File: config.mk
export PLATFORM = sky130hd
export DESIGN_NAME = first_fit_frame_allocator_top
export DESIGN_NICKNAME = d
export VERILOG_FILES = /design/src/hw/rtl/ffa_pkg.sv /design/src/hw/rtl/ffa_ram.sv /design/src/hw/rtl/ffa_scan.sv /design/src/hw/rtl/first_fit_frame_allocator_top.sv
export SDC_FILE = /design/constraint.sdc
export NUM_CORES = 2
export LEC_CHECK = 0
export BUFFER_PORTS_ARGS = -buffer_cell sky130_fd_sc_hd__buf_2
export CAP_MARGIN = 40
export CORE_ASPECT_RATIO = 1.2
export CORE_MARGIN = 2
export CORE_UTILIZATION = 40
export CTS_BUF_LIST = sky130_fd_sc_hd__clkbuf_2 sky130_fd_sc_hd__clkbuf_4 sky130_fd_sc_hd__clkbuf_8
export CTS_CLUSTER_SIZE = 30
export DETAILED_ROUTE_END_ITERATION = 8
export HOLD_SLACK_MARGIN = 0.05
export PLACE_DENSITY = 0.58
export SKIP_CTS_REPAIR_TIMING = 1
export SYNTH_ARGS = -nofsm -noshare
export SYNTH_HDL_FRONTEND = slang
export SYNTH_HIERARCHICAL = 1
export SYNTH_SLANG_ARGS = --single-unit
File: constraint.sdc
create_clock -name clk -period 7.5 [get_ports clk]
set_input_delay 1.125 -clock clk [delete_from_list [all_inputs] [get_ports clk]]
set_output_delay 1.125 -clock clk [all_outputs]
set_load 0.1 [all_outputs]
File: src/hw/rtl/ffa_pkg.sv
// Package of the first-fit frame allocator: widths, codes, defaults and
// the structs between the controller and the scan datapath. No dependencies.
package ffa_pkg;

    localparam int MAX_BLOCKS_DEF = 64;
    localparam int OWNER_BITS_DEF = 8;
    localparam int OWNER_BITS_MAX = 16;

    localparam int ADDR_W    = 24;
    localparam int END_W     = 25;
    localparam int BYTES_W   = 25;
    localparam int REQ_W     = 17;
    localparam int LOG2_W    = 5;
    localparam int STATUS_W  = 2;
    localparam int USE_W     = 7;
    localparam int OWNER_IN_W = 8;
    localparam int CFG_IDX_W = 1;

    localparam logic [REQ_W-1:0]   MIN_REQ          = 17'd64;
    localparam logic [REQ_W-1:0]   MAX_REQ          = 17'd65536;
    localparam logic [BYTES_W-1:0] MEM_LIMIT        = 25'd16777216;
    localparam logic [LOG2_W-1:0]  FRAME_LOG2_MAX   = 5'd16;
    localparam logic [BYTES_W-1:0] TOTAL_RESET      = 25'd16384;
    localparam logic [LOG2_W-1:0]  FRAME_LOG2_RESET = 5'd4;

    localparam logic [STATUS_W-1:0] ST_OK       = 2'd0;
    localparam logic [STATUS_W-1:0] ST_BAD_SIZE = 2'd1;
    localparam logic [STATUS_W-1:0] ST_NO_GAP   = 2'd2;
    localparam logic [STATUS_W-1:0] ST_FULL     = 2'd3;

    localparam logic CMD_ALLOC = 1'b0;
    localparam logic CMD_FREE  = 1'b1;

    localparam logic [CFG_IDX_W-1:0] REG_TOTAL_BYTES = 1'd0;
    localparam logic [CFG_IDX_W-1:0] REG_FRAME_LOG2  = 1'd1;

    typedef struct packed {
        logic clear;
        logic valid;
        logic tail;
    } scan_ctl_t;

    typedef struct packed {
        logic [BYTES_W-1:0] gap_sum;
        logic               res_found;
        logic [ADDR_W-1:0]  res_start;
        logic               fit_found;
        logic [ADDR_W-1:0]  fit_addr;
        logic               done;
    } scan_res_t;

endpackage

File: src/hw/rtl/ffa_ram.sv
// Generic single-port-write, single-port-read RAM with registered read.
// No dependencies.
module ffa_ram #(
    parameter int WIDTH = 8,
    parameter int DEPTH = 64
) (
    input  logic                     clk,
    input  logic                     we,
    input  logic [$clog2(DEPTH)-1:0] waddr,
    input  logic [WIDTH-1:0]         wdata,
    input  logic [$clog2(DEPTH)-1:0] raddr,
    output logic [WIDTH-1:0]         rdata
);

    logic [WIDTH-1:0] mem_reg [DEPTH];
    logic [WIDTH-1:0] rdata_reg;

    always_ff @(posedge clk)
    begin
        if (we)
        begin
            mem_reg[waddr] <= wdata;
        end
        rdata_reg <= mem_reg[raddr];
    end

    assign rdata = rdata_reg;

endmodule

File: src/hw/rtl/ffa_scan.sv
// Two-stage scan datapath over the block table stream: gap total, resident
// owner lookup and first-fit search. Depends on ffa_pkg.
module ffa_scan
    import ffa_pkg::*;
#(
    parameter int MAX_BLOCKS = MAX_BLOCKS_DEF,
    parameter int OWNER_BITS = OWNER_BITS_DEF
) (
    input  logic                               clk,
    input  logic                               rst_n,
    input  scan_ctl_t                          ctl,
    input  logic [ADDR_W-1:0]                  ent_start,
    input  logic [END_W-1:0]                   ent_end,
    input  logic [OWNER_BITS-1:0]              ent_owner,
    input  logic [OWNER_BITS-1:0]              own,
    input  logic [BYTES_W-1:0]                 top,
    input  logic [REQ_W-1:0]                   fmask,
    input  logic [REQ_W-1:0]                   need,
    output scan_res_t                          res,
    output logic [$clog2(MAX_BLOCKS+1)-1:0]    fit_pos
);

    localparam int CNT_W = $clog2(MAX_BLOCKS + 1);
    localparam int AL_W  = END_W + 1;
    localparam int CMP_W = END_W + 2;

    // Stage one: aligned end of the previous block and the gap before this one.
    logic [END_W-1:0] last_reg, last_next;
    logic             s1_valid_reg, s1_valid_next;
    logic             s1_tail_reg, s1_tail_next;
    logic [END_W-1:0] s1_start_reg;
    logic [AL_W-1:0]  s1_al_reg;
    logic [END_W-1:0] s1_gap_reg;
    logic             s1_match_reg;

    logic [END_W-1:0] start_in;
    logic [AL_W-1:0]  fmask_w;
    logic [AL_W-1:0]  al_in;
    logic [END_W-1:0] gap_in;

    // Stage two: accumulators.
    logic [BYTES_W-1:0] sum_reg, sum_next;
    logic               res_found_reg, res_found_next;
    logic [ADDR_W-1:0]  res_start_reg, res_start_next;
    logic               fit_found_reg, fit_found_next;
    logic [ADDR_W-1:0]  fit_addr_reg, fit_addr_next;
    logic [CNT_W-1:0]   fit_pos_reg, fit_pos_next;
    logic [CNT_W-1:0]   idx_reg, idx_next;
    logic               fit;

    // The end-of-table item stands in for an entry that starts at the top.
    assign start_in = ctl.tail ? top : {1'b0, ent_start};
    assign fmask_w  = {{(AL_W - REQ_W){1'b0}}, fmask};
    assign al_in    = ({1'b0, last_reg} + fmask_w) & ~fmask_w;
    assign gap_in   = (start_in > last_reg) ? (start_in - last_reg) : '0;

    assign fit = {2'b00, s1_start_reg}
                 >= ({1'b0, s1_al_reg} + {{(CMP_W - REQ_W){1'b0}}, need});

    always_comb
    begin
        last_next      = last_reg;
        s1_valid_next  = ctl.valid;
        s1_tail_next   = ctl.tail;
        sum_next       = sum_reg;
        res_found_next = res_found_reg;
        res_start_next = res_start_reg;
        fit_found_next = fit_found_reg;
        fit_addr_next  = fit_addr_reg;
        fit_pos_next   = fit_pos_reg;
        idx_next       = idx_reg;
        if (ctl.clear)
        begin
            last_next      = '0;
            sum_next       = '0;
            res_found_next = 1'b0;
            fit_found_next = 1'b0;
            idx_next       = '0;
        end
        else
        begin
            if (ctl.valid && !ctl.tail)
            begin
                last_next = ent_end;
            end
            if (s1_valid_reg)
            begin
                sum_next = sum_reg + s1_gap_reg;
                if (s1_match_reg && !res_found_reg)
                begin
                    res_found_next = 1'b1;
                    res_start_next = s1_start_reg[ADDR_W-1:0];
                end
                if (fit && !fit_found_reg)
                begin
                    fit_found_next = 1'b1;
                    fit_addr_next  = s1_al_reg[ADDR_W-1:0];
                    fit_pos_next   = idx_reg;
                end
                if (!s1_tail_reg)
                begin
                    idx_next = idx_reg + 1'b1;
                end
            end
        end
    end

    always_ff @(posedge clk or negedge rst_n)
    begin
        if (!rst_n)
        begin
            last_reg      <= '0;
            s1_valid_reg  <= 1'b0;
            s1_tail_reg   <= 1'b0;
            sum_reg       <= '0;
            res_found_reg <= 1'b0;
            fit_found_reg <= 1'b0;
            idx_reg       <= '0;
        end
        else
        begin
            last_reg      <= last_next;
            s1_valid_reg  <= s1_valid_next;
            s1_tail_reg   <= s1_tail_next;
            sum_reg       <= sum_next;
            res_found_reg <= res_found_next;
            fit_found_reg <= fit_found_next;
            idx_reg       <= idx_next;
        end
    end

    always_ff @(posedge clk)
    begin
        s1_start_reg  <= start_in;
        s1_al_reg     <= al_in;
        s1_gap_reg    <= gap_in;
        s1_match_reg  <= (ent_owner == own) && !ctl.tail;
        res_start_reg <= res_start_next;
        fit_addr_reg  <= fit_addr_next;
        fit_pos_reg   <= fit_pos_next;
    end

    assign res.gap_sum   = sum_reg;
    assign res.res_found = res_found_reg;
    assign res.res_start = res_start_reg;
    assign res.fit_found = fit_found_reg;
    assign res.fit_addr  = fit_addr_reg;
    assign res.done      = s1_valid_reg && s1_tail_reg;
    assign fit_pos       = fit_pos_reg;

endmodule

File: src/hw/rtl/first_fit_frame_allocator_top.sv
// The done strobe of an item follows a scan of every entry in the table; an insertion
// at position P then shifts the entries from P upward by one before it writes the new
// entry. One table entry is read per cycle for the scan and the shift.
// Throughput: one item at a time; busy is high while it is at work.
// Reset clears the controller, the entry count and the configuration to its defaults;
// the table memory is not swept. Depends on ffa_pkg, ffa_ram and ffa_scan.
module first_fit_frame_allocator_top
    import ffa_pkg::*;
#(
    parameter int MAX_BLOCKS = MAX_BLOCKS_DEF,
    parameter int OWNER_BITS = OWNER_BITS_DEF
) (
    input  logic                  clk,
    input  logic                  rst_n,
    input  logic                  start,
    output logic                  busy,
    input  logic                  cmd,
    input  logic [OWNER_IN_W-1:0] owner_id,
    input  logic [REQ_W-1:0]      request_bytes,
    output logic                  done,
    output logic [STATUS_W-1:0]   status,
    output logic [ADDR_W-1:0]     start_address,
    output logic [BYTES_W-1:0]    free_bytes,
    output logic [USE_W-1:0]      blocks_in_use,
    input  logic                  cfg_valid,
    output logic                  cfg_ready,
    input  logic [CFG_IDX_W-1:0]  cfg_index,
    input  logic [BYTES_W-1:0]    cfg_data
);

    localparam int CNT_W  = $clog2(MAX_BLOCKS + 1);
    localparam int IDX_W  = $clog2(MAX_BLOCKS);
    localparam int WORD_W = OWNER_BITS + END_W + ADDR_W;

    localparam logic [2:0] S_IDLE   = 3'd0;
    localparam logic [2:0] S_SCAN   = 3'd1;
    localparam logic [2:0] S_WAIT   = 3'd2;
    localparam logic [2:0] S_DECIDE = 3'd3;
    localparam logic [2:0] S_SHIFT  = 3'd4;
    localparam logic [2:0] S_WRNEW  = 3'd5;

    logic [2:0]           state_reg, state_next;
    logic [BYTES_W-1:0]   total_reg, total_next;
    logic [LOG2_W-1:0]    flog_reg, flog_next;
    logic [CNT_W-1:0]     count_reg, count_next;
    logic [CNT_W-1:0]     rd_cnt_reg, rd_cnt_next;
    logic [CNT_W-1:0]     wr_cnt_reg, wr_cnt_next;
    logic [CNT_W-1:0]     sh_k_reg, sh_k_next;
    logic                 sh_pend_reg, sh_pend_next;
    logic [IDX_W-1:0]     sh_wa_reg, sh_wa_next;
    logic                 dv_reg, dv_next;
    logic                 dtail_reg, dtail_next;
    logic                 done_reg, done_next;
    logic                 cmd_reg, cmd_next;
    logic [OWNER_BITS-1:0] own_reg, own_next;
    logic                 bad_reg, bad_next;
    logic [REQ_W-1:0]     need_reg, need_next;
    logic [STATUS_W-1:0]  status_reg, status_next;
    logic [ADDR_W-1:0]    addr_reg, addr_next;
    logic [BYTES_W-1:0]   free_reg, free_next;

    logic [BYTES_W-1:0]        top;
    logic [LOG2_W-1:0]         lg;
    logic [REQ_W-1:0]          frame;
    logic [REQ_W-1:0]          fmask;
    logic [OWNER_BITS_MAX-1:0] own_wide;
    logic                      req_bad;
    logic [15:0]               cnt_wide;

    logic                 accept;
    logic [IDX_W-1:0]     rd_addr;
    logic                 we;
    logic [IDX_W-1:0]     waddr;
    logic [WORD_W-1:0]    wdata;
    logic [WORD_W-1:0]    rd_data;
    logic [ADDR_W-1:0]    rd_start;
    logic [END_W-1:0]     rd_end;
    logic [OWNER_BITS-1:0] rd_owner;
    logic                 d_keep;
    logic [CNT_W-1:0]     shk_dec;
    logic [END_W-1:0]     new_end;

    scan_ctl_t            scan_ctl;
    scan_res_t            scan_res;
    logic [CNT_W-1:0]     fit_pos;

    assign top      = (total_reg > MEM_LIMIT) ? MEM_LIMIT : total_reg;
    assign lg       = (flog_reg > FRAME_LOG2_MAX) ? FRAME_LOG2_MAX : flog_reg;
    assign frame    = REQ_W'(1) << lg;
    assign fmask    = frame - 1'b1;
    assign own_wide = OWNER_BITS_MAX'(owner_id);
    assign req_bad  = (request_bytes < MIN_REQ) || (request_bytes > MAX_REQ)
                      || ((request_bytes & (request_bytes - 1'b1)) != '0);

    assign busy      = (state_reg != S_IDLE);
    assign accept    = start && !busy;
    assign cfg_ready = 1'b1;

    assign rd_start = rd_data[ADDR_W-1:0];
    assign rd_end   = rd_data[ADDR_W +: END_W];
    assign rd_owner = rd_data[ADDR_W + END_W +: OWNER_BITS];

    // During a free pass, entries of other owners are written back compacted.
    assign d_keep   = (rd_owner != own_reg);
    assign shk_dec  = sh_k_reg - 1'b1;
    assign rd_addr  = (state_reg == S_SHIFT) ? shk_dec[IDX_W-1:0] : rd_cnt_reg[IDX_W-1:0];
    assign new_end  = {1'b0, scan_res.fit_addr} + {{(END_W - REQ_W){1'b0}}, need_reg};

    always_comb
    begin
        we    = 1'b0;
        waddr = wr_cnt_reg[IDX_W-1:0];
        wdata = rd_data;
        priority if (state_reg == S_WRNEW)
        begin
            we    = 1'b1;
            waddr = fit_pos[IDX_W-1:0];
            wdata = {own_reg, new_end, scan_res.fit_addr};
        end
        else if (sh_pend_reg)
        begin
            we    = 1'b1;
            waddr = sh_wa_reg;
        end
        else if (dv_reg && !dtail_reg && (cmd_reg == CMD_FREE) && d_keep)
        begin
            we = 1'b1;
        end
    end

    assign scan_ctl.clear = accept;
    assign scan_ctl.valid = dv_reg && (dtail_reg || (cmd_reg == CMD_ALLOC) || d_keep);
    assign scan_ctl.tail  = dtail_reg;

    always_comb
    begin
        state_next   = state_reg;
        total_next   = total_reg;
        flog_next    = flog_reg;
        count_next   = count_reg;
        rd_cnt_next  = rd_cnt_reg;
        wr_cnt_next  = wr_cnt_reg;
        sh_k_next    = sh_k_reg;
        sh_pend_next = 1'b0;
        sh_wa_next   = sh_wa_reg;
        dv_next      = 1'b0;
        dtail_next   = 1'b0;
        done_next    = 1'b0;
        cmd_next     = cmd_reg;
        own_next     = own_reg;
        bad_next     = bad_reg;
        need_next    = need_reg;
        status_next  = status_reg;
        addr_next    = addr_reg;
        free_next    = free_reg;

        if (cfg_valid && cfg_ready)
        begin
            unique case (cfg_index)
                REG_TOTAL_BYTES: total_next = cfg_data;
                REG_FRAME_LOG2:  flog_next  = cfg_data[LOG2_W-1:0];
                default:         total_next = total_reg;
            endcase
        end

        if (dv_reg && !dtail_reg && (cmd_reg == CMD_FREE) && d_keep)
        begin
            wr_cnt_next = wr_cnt_reg + 1'b1;
        end

        unique case (state_reg)
            S_IDLE:
            begin
                if (start)
                begin
                    cmd_next    = cmd;
                    own_next    = own_wide[OWNER_BITS-1:0];
                    bad_next    = req_bad;
                    // Both sizes are powers of two, so rounding up is the larger one.
                    need_next   = (request_bytes > frame) ? request_bytes : frame;
                    rd_cnt_next = '0;
                    wr_cnt_next = '0;
                    state_next  = S_SCAN;
                end
            end
            S_SCAN:
            begin
                dv_next = 1'b1;
                if (rd_cnt_reg < count_reg)
                begin
                    rd_cnt_next = rd_cnt_reg + 1'b1;
                end
                else
                begin
                    dtail_next = 1'b1;
                    state_next = S_WAIT;
                end
            end
            S_WAIT:
            begin
                if (scan_res.done)
                begin
                    state_next = S_DECIDE;
                end
            end
            S_DECIDE:
            begin
                free_next  = scan_res.gap_sum;
                addr_next  = '0;
                state_next = S_IDLE;
                done_next  = 1'b1;
                if (cmd_reg == CMD_FREE)
                begin
                    status_next = ST_OK;
                    count_next  = wr_cnt_reg;
                end
                else
                begin
                    priority if (bad_reg)
                    begin
                        status_next = ST_BAD_SIZE;
                    end
                    else if (scan_res.res_found)
                    begin
                        status_next = ST_OK;
                        addr_next   = scan_res.res_start;
                    end
                    else if (count_reg >= CNT_W'(MAX_BLOCKS))
                    begin
                        status_next = ST_FULL;
                    end
                    else if (scan_res.fit_found)
                    begin
                        sh_k_next  = count_reg;
                        done_next  = 1'b0;
                        state_next = S_SHIFT;
                    end
                    else
                    begin
                        status_next = ST_NO_GAP;
                    end
                end
            end
            S_SHIFT:
            begin
                // Move entries up by one, from the top down to the insert point.
                if (sh_k_reg > fit_pos)
                begin
                    sh_pend_next = 1'b1;
                    sh_wa_next   = sh_k_reg[IDX_W-1:0];
                    sh_k_next    = shk_dec;
                end
                else
                begin
                    state_next = S_WRNEW;
                end
            end
            S_WRNEW:
            begin
                count_next  = count_reg + 1'b1;
                status_next = ST_OK;
                addr_next   = scan_res.fit_addr;
                free_next   = scan_res.gap_sum - {{(BYTES_W - REQ_W){1'b0}}, need_reg};
                done_next   = 1'b1;
                state_next  = S_IDLE;
            end
            default:
            begin
                state_next = S_IDLE;
            end
        endcase
    end

    always_ff @(posedge clk or negedge rst_n)
    begin
        if (!rst_n)
        begin
            state_reg   <= S_IDLE;
            total_reg   <= TOTAL_RESET;
            flog_reg    <= FRAME_LOG2_RESET;
            count_reg   <= '0;
            rd_cnt_reg  <= '0;
            wr_cnt_reg  <= '0;
            sh_k_reg    <= '0;
            sh_pend_reg <= 1'b0;
            dv_reg      <= 1'b0;
            dtail_reg   <= 1'b0;
            done_reg    <= 1'b0;
        end
        else
        begin
            state_reg   <= state_next;
            total_reg   <= total_next;
            flog_reg    <= flog_next;
            count_reg   <= count_next;
            rd_cnt_reg  <= rd_cnt_next;
            wr_cnt_reg  <= wr_cnt_next;
            sh_k_reg    <= sh_k_next;
            sh_pend_reg <= sh_pend_next;
            dv_reg      <= dv_next;
            dtail_reg   <= dtail_next;
            done_reg    <= done_next;
        end
    end

    always_ff @(posedge clk)
    begin
        sh_wa_reg  <= sh_wa_next;
        cmd_reg    <= cmd_next;
        own_reg    <= own_next;
        bad_reg    <= bad_next;
        need_reg   <= need_next;
        status_reg <= status_next;
        addr_reg   <= addr_next;
        free_reg   <= free_next;
    end

    ffa_ram #(
        .WIDTH (WORD_W),
        .DEPTH (MAX_BLOCKS)
    ) u_table (
        .clk   (clk),
        .we    (we),
        .waddr (waddr),
        .wdata (wdata),
        .raddr (rd_addr),
        .rdata (rd_data)
    );

    ffa_scan #(
        .MAX_BLOCKS (MAX_BLOCKS),
        .OWNER_BITS (OWNER_BITS)
    ) u_scan (
        .clk       (clk),
        .rst_n     (rst_n),
        .ctl       (scan_ctl),
        .ent_start (rd_start),
        .ent_end   (rd_end),
        .ent_owner (rd_owner),
        .own       (own_reg),
        .top       (top),
        .fmask     (fmask),
        .need      (need_reg),
        .res       (scan_res),
        .fit_pos   (fit_pos)
    );

    assign cnt_wide      = 16'(count_reg);
    assign done          = done_reg;
    assign status        = status_reg;
    assign start_address = addr_reg;
    assign free_bytes    = free_reg;
    assign blocks_in_use = cnt_wide[USE_W-1:0];

endmodule

==> summary.txt <==
Logic pwr share: 33.7%
total number of vias: 86330
relative slew slack: 27.83%
mean post-synth cell area: 19.98 um2
Mapped Cells: 8080
Final Critical Period: 5.544 ns
Post-synth ARST share: 3.113%
# setup viols final: 0
CP Class: reg2reg
Sequential Power Share: 41.5%
Post-DP Area: 0.1715 mm2
#FFs+latches synth: 4047
num rows: 255
Synth cell types: 101
most frequent cells in the layout: edfxtp_1 (3787), mux4_2 (998), clkbuf_8 (663)
final WL: 480000 um
fillers: 33682
die area: 0.4087 mm2
P_leak: 59.83 nW
setup_tns: 0 ns
Worst VDD drop: 0.0002853 V
Net Switching: 0.02517 W
max reg flops: 3648
total track usage: 23.15%
Pwr per Cell Area: 399.0 mW/mm2
Worst Setup End Kind: flop
Worst Skew: 0.1068 ns
pin count of the biggest net entering global routing: 114
Internal: 0.04820 W
Port Buf Inserts: 115
share of the synthesized area in the top cell type: 70.45%
H-tree depth: 6
Switching Share: 34.30%
top_reg_cell synth: edfxtp_1
CTS Sinks: 4047
initial antenna violation count: 30
CP required: 8.59 ns
initial core utilization: 40.15%
Clock Power Share: 24.9%
RSZ-0062 raised after global routing: no
post-synthesis sequential area ratio: 74.06%
synth warn: 6
Root Buffer: clkbuf_8
area delta synth->final: 13.91%
via count of the first global-routing pass: 86947
most common cell after layout, fill and taps aside: edfxtp_1
Hold Worst Slack: 0.1674 ns
Design Area, Final: 0.1839 mm2
final std cells w/o fill: 14540
DP Cell Count: 13398
drt wl/cell: 33.01 um
TritonCTS clock tree: built
Vias/cell: 5.937
Post-synth EDFFs: 3787
Num CTS Buffers: 621
DRT iter0 DRCs: 10556
DP Wirelength: 285500 um
fin util: 45.74%
Core Region: 0.4020 mm2
critical path launch point type: flop
Clock Pin Slew Worst Setup and Hold Paths: 0.07 ns
Die X: 583.9 um
# DRC: 0
Slew @ Worst Pin: 1.083 ns
fin crit share: 73.92%
GP Congestion: 0.9054
worst skew pair latency: 1.23 ns
total of max-cap violations: 0
global-route wire length before repair: 668600 um
I/O pin count: 117
die height: 699.9 um
Fin. Hold Viols: 0
Clock Path Buffers: 4
Hold WC Path Type: in2reg
Yosys top cell by area: edfxtp_1
global route overflow: 0
Crit Path Max Fanout: 14
Syn Std Cell Area: 0.1614 mm2
DRT antenna net count: 0
status: completed
# nets final: 9007
Synth area leaders: edfxtp_1 (70%), mux4_2 (14%), dfrtp_1 (1.9%), dfxtp_1 (1.7%), ha_1 (1.4%)
Slew Limit Fails: 0
Fmax: 180.4 MHz
critical path arrival: 6.63 ns
share of cells above drive strength 1: 29.37%
first-pass detailed-route iteration total: 6
kinds of logic (layout without fill, tap and decap cells):
family          count (synthesis)  in the layout  synth area share [%]
flops                        4047           4047                 74.06
xor+xnor                      130            130                0.7053
compound gates                908            908                 3.779
buf+inv                       531           1714                 1.565
fa+ha+maj                     183            183                 1.446
simple gates                 1045           1045                 2.972
mux                          1234           1234                 15.46
other cells                     2             11              0.004652
power groups by stage:
| stage | logic (W) | registers [W] | clock network (W) |
|---|---|---|---|
| finish | 0.0247 | 0.0304 | 0.0182 |
| global route | 0.0263 | 0.0305 | 0.0195 |
| CTS | 0.0248 | 0.0304 | 0.0186 |
| detailed placement | 0.0247 | 0.0309 | 0 |
| global placement | 0.0240 | 0.0309 | 0 |
| floorplan | 0.0162 | 0.0307 | 0 |
final timing paths:
kind,start,to,slack [ns],cells past startpoint
hold reg to reg,u_scan/s1_al_reg[7],u_scan/fit_addr_reg[7],0.44,0
max in group asynchronous,rst_n,dtail_reg,5.81,4
min in group asynchronous,rst_n,u_scan/sum_reg[1],0.47,2
setup / recovery,flog_reg[4],u_scan/s1_al_reg[19],1.96,17
hold / removal,cfg_data[12],total_reg[12],0.17,2
setup reg to reg,flog_reg[4],u_scan/s1_al_reg[19],1.96,17
per-layer routing:
layer  track usage, %  routed length, um  up-vias
met5                0                115        -
met3            4.180              36400      854
met2            38.86             238000     3979
met1            30.04             186700    46682
met4            8.639              18830       18
li1                 -                  -    34797
metrics by stage:
step,total power (W),setup slack (ns)
2_1_floorplan,0.04682,0.9809
3_3_place_gp,0.05491,1.986
3_5_place_dp,0.05558,2.148
4_1_cts,0.07377,2.111
5_1_grt,0.07631,1.616
6_report,0.07337,1.956
final cells by class:
type | count | area (um2) | share of cell area, %
Clock inverter | 240 | 1463 | 0.7955
Tap cell | 5268 | 6591 | 3.585
Sequential cell | 4047 | 119600 | 65.02
Inverter | 133 | 505.5 | 0.2749
Multi-Input combinational cell | 3503 | 40280 | 21.90
Antenna cell | 8 | 20.02 | 0.01089
Timing Repair Buffer | 462 | 4715 | 2.564
Clock buffer | 879 | 10750 | 5.844
synth_stat cells, drive strengths merged, types with 54 or more instances:
cell type  count
nor2         299
xnor2         70
ha           177
a21oi        166
a21o          57
mux2i        141
o22ai        182
a31oi         54
mux2          95
edfxtp      3787
buf          215
dfxtp        134
clkbuf       183
nor3          63
mux4         998
inv          132
nand2        380
xor2          60
nand3         65
dfrtp        124
o21ai        161
worst max-delay path, stage by stage, from the launching register on:
cell	delay [ns]
dfrtp_1	0.53
nor2_1	0.43
inv_2	0.16
nor2_1	0.28
nand2_1	0.26
ha_1	0.41
nor3_1	0.36
a22o_1	0.19
a22oi_1	0.06
o21ai_0	0.46
ha_1	0.34
o21a_1	0.12
o21ai_0	0.33
a311oi_2	0.12
o41a_1	0.44
o21ai_1	0.55
a211oi_1	0.20
xnor2_1	0.16
(Power assumes the default switching activity.)
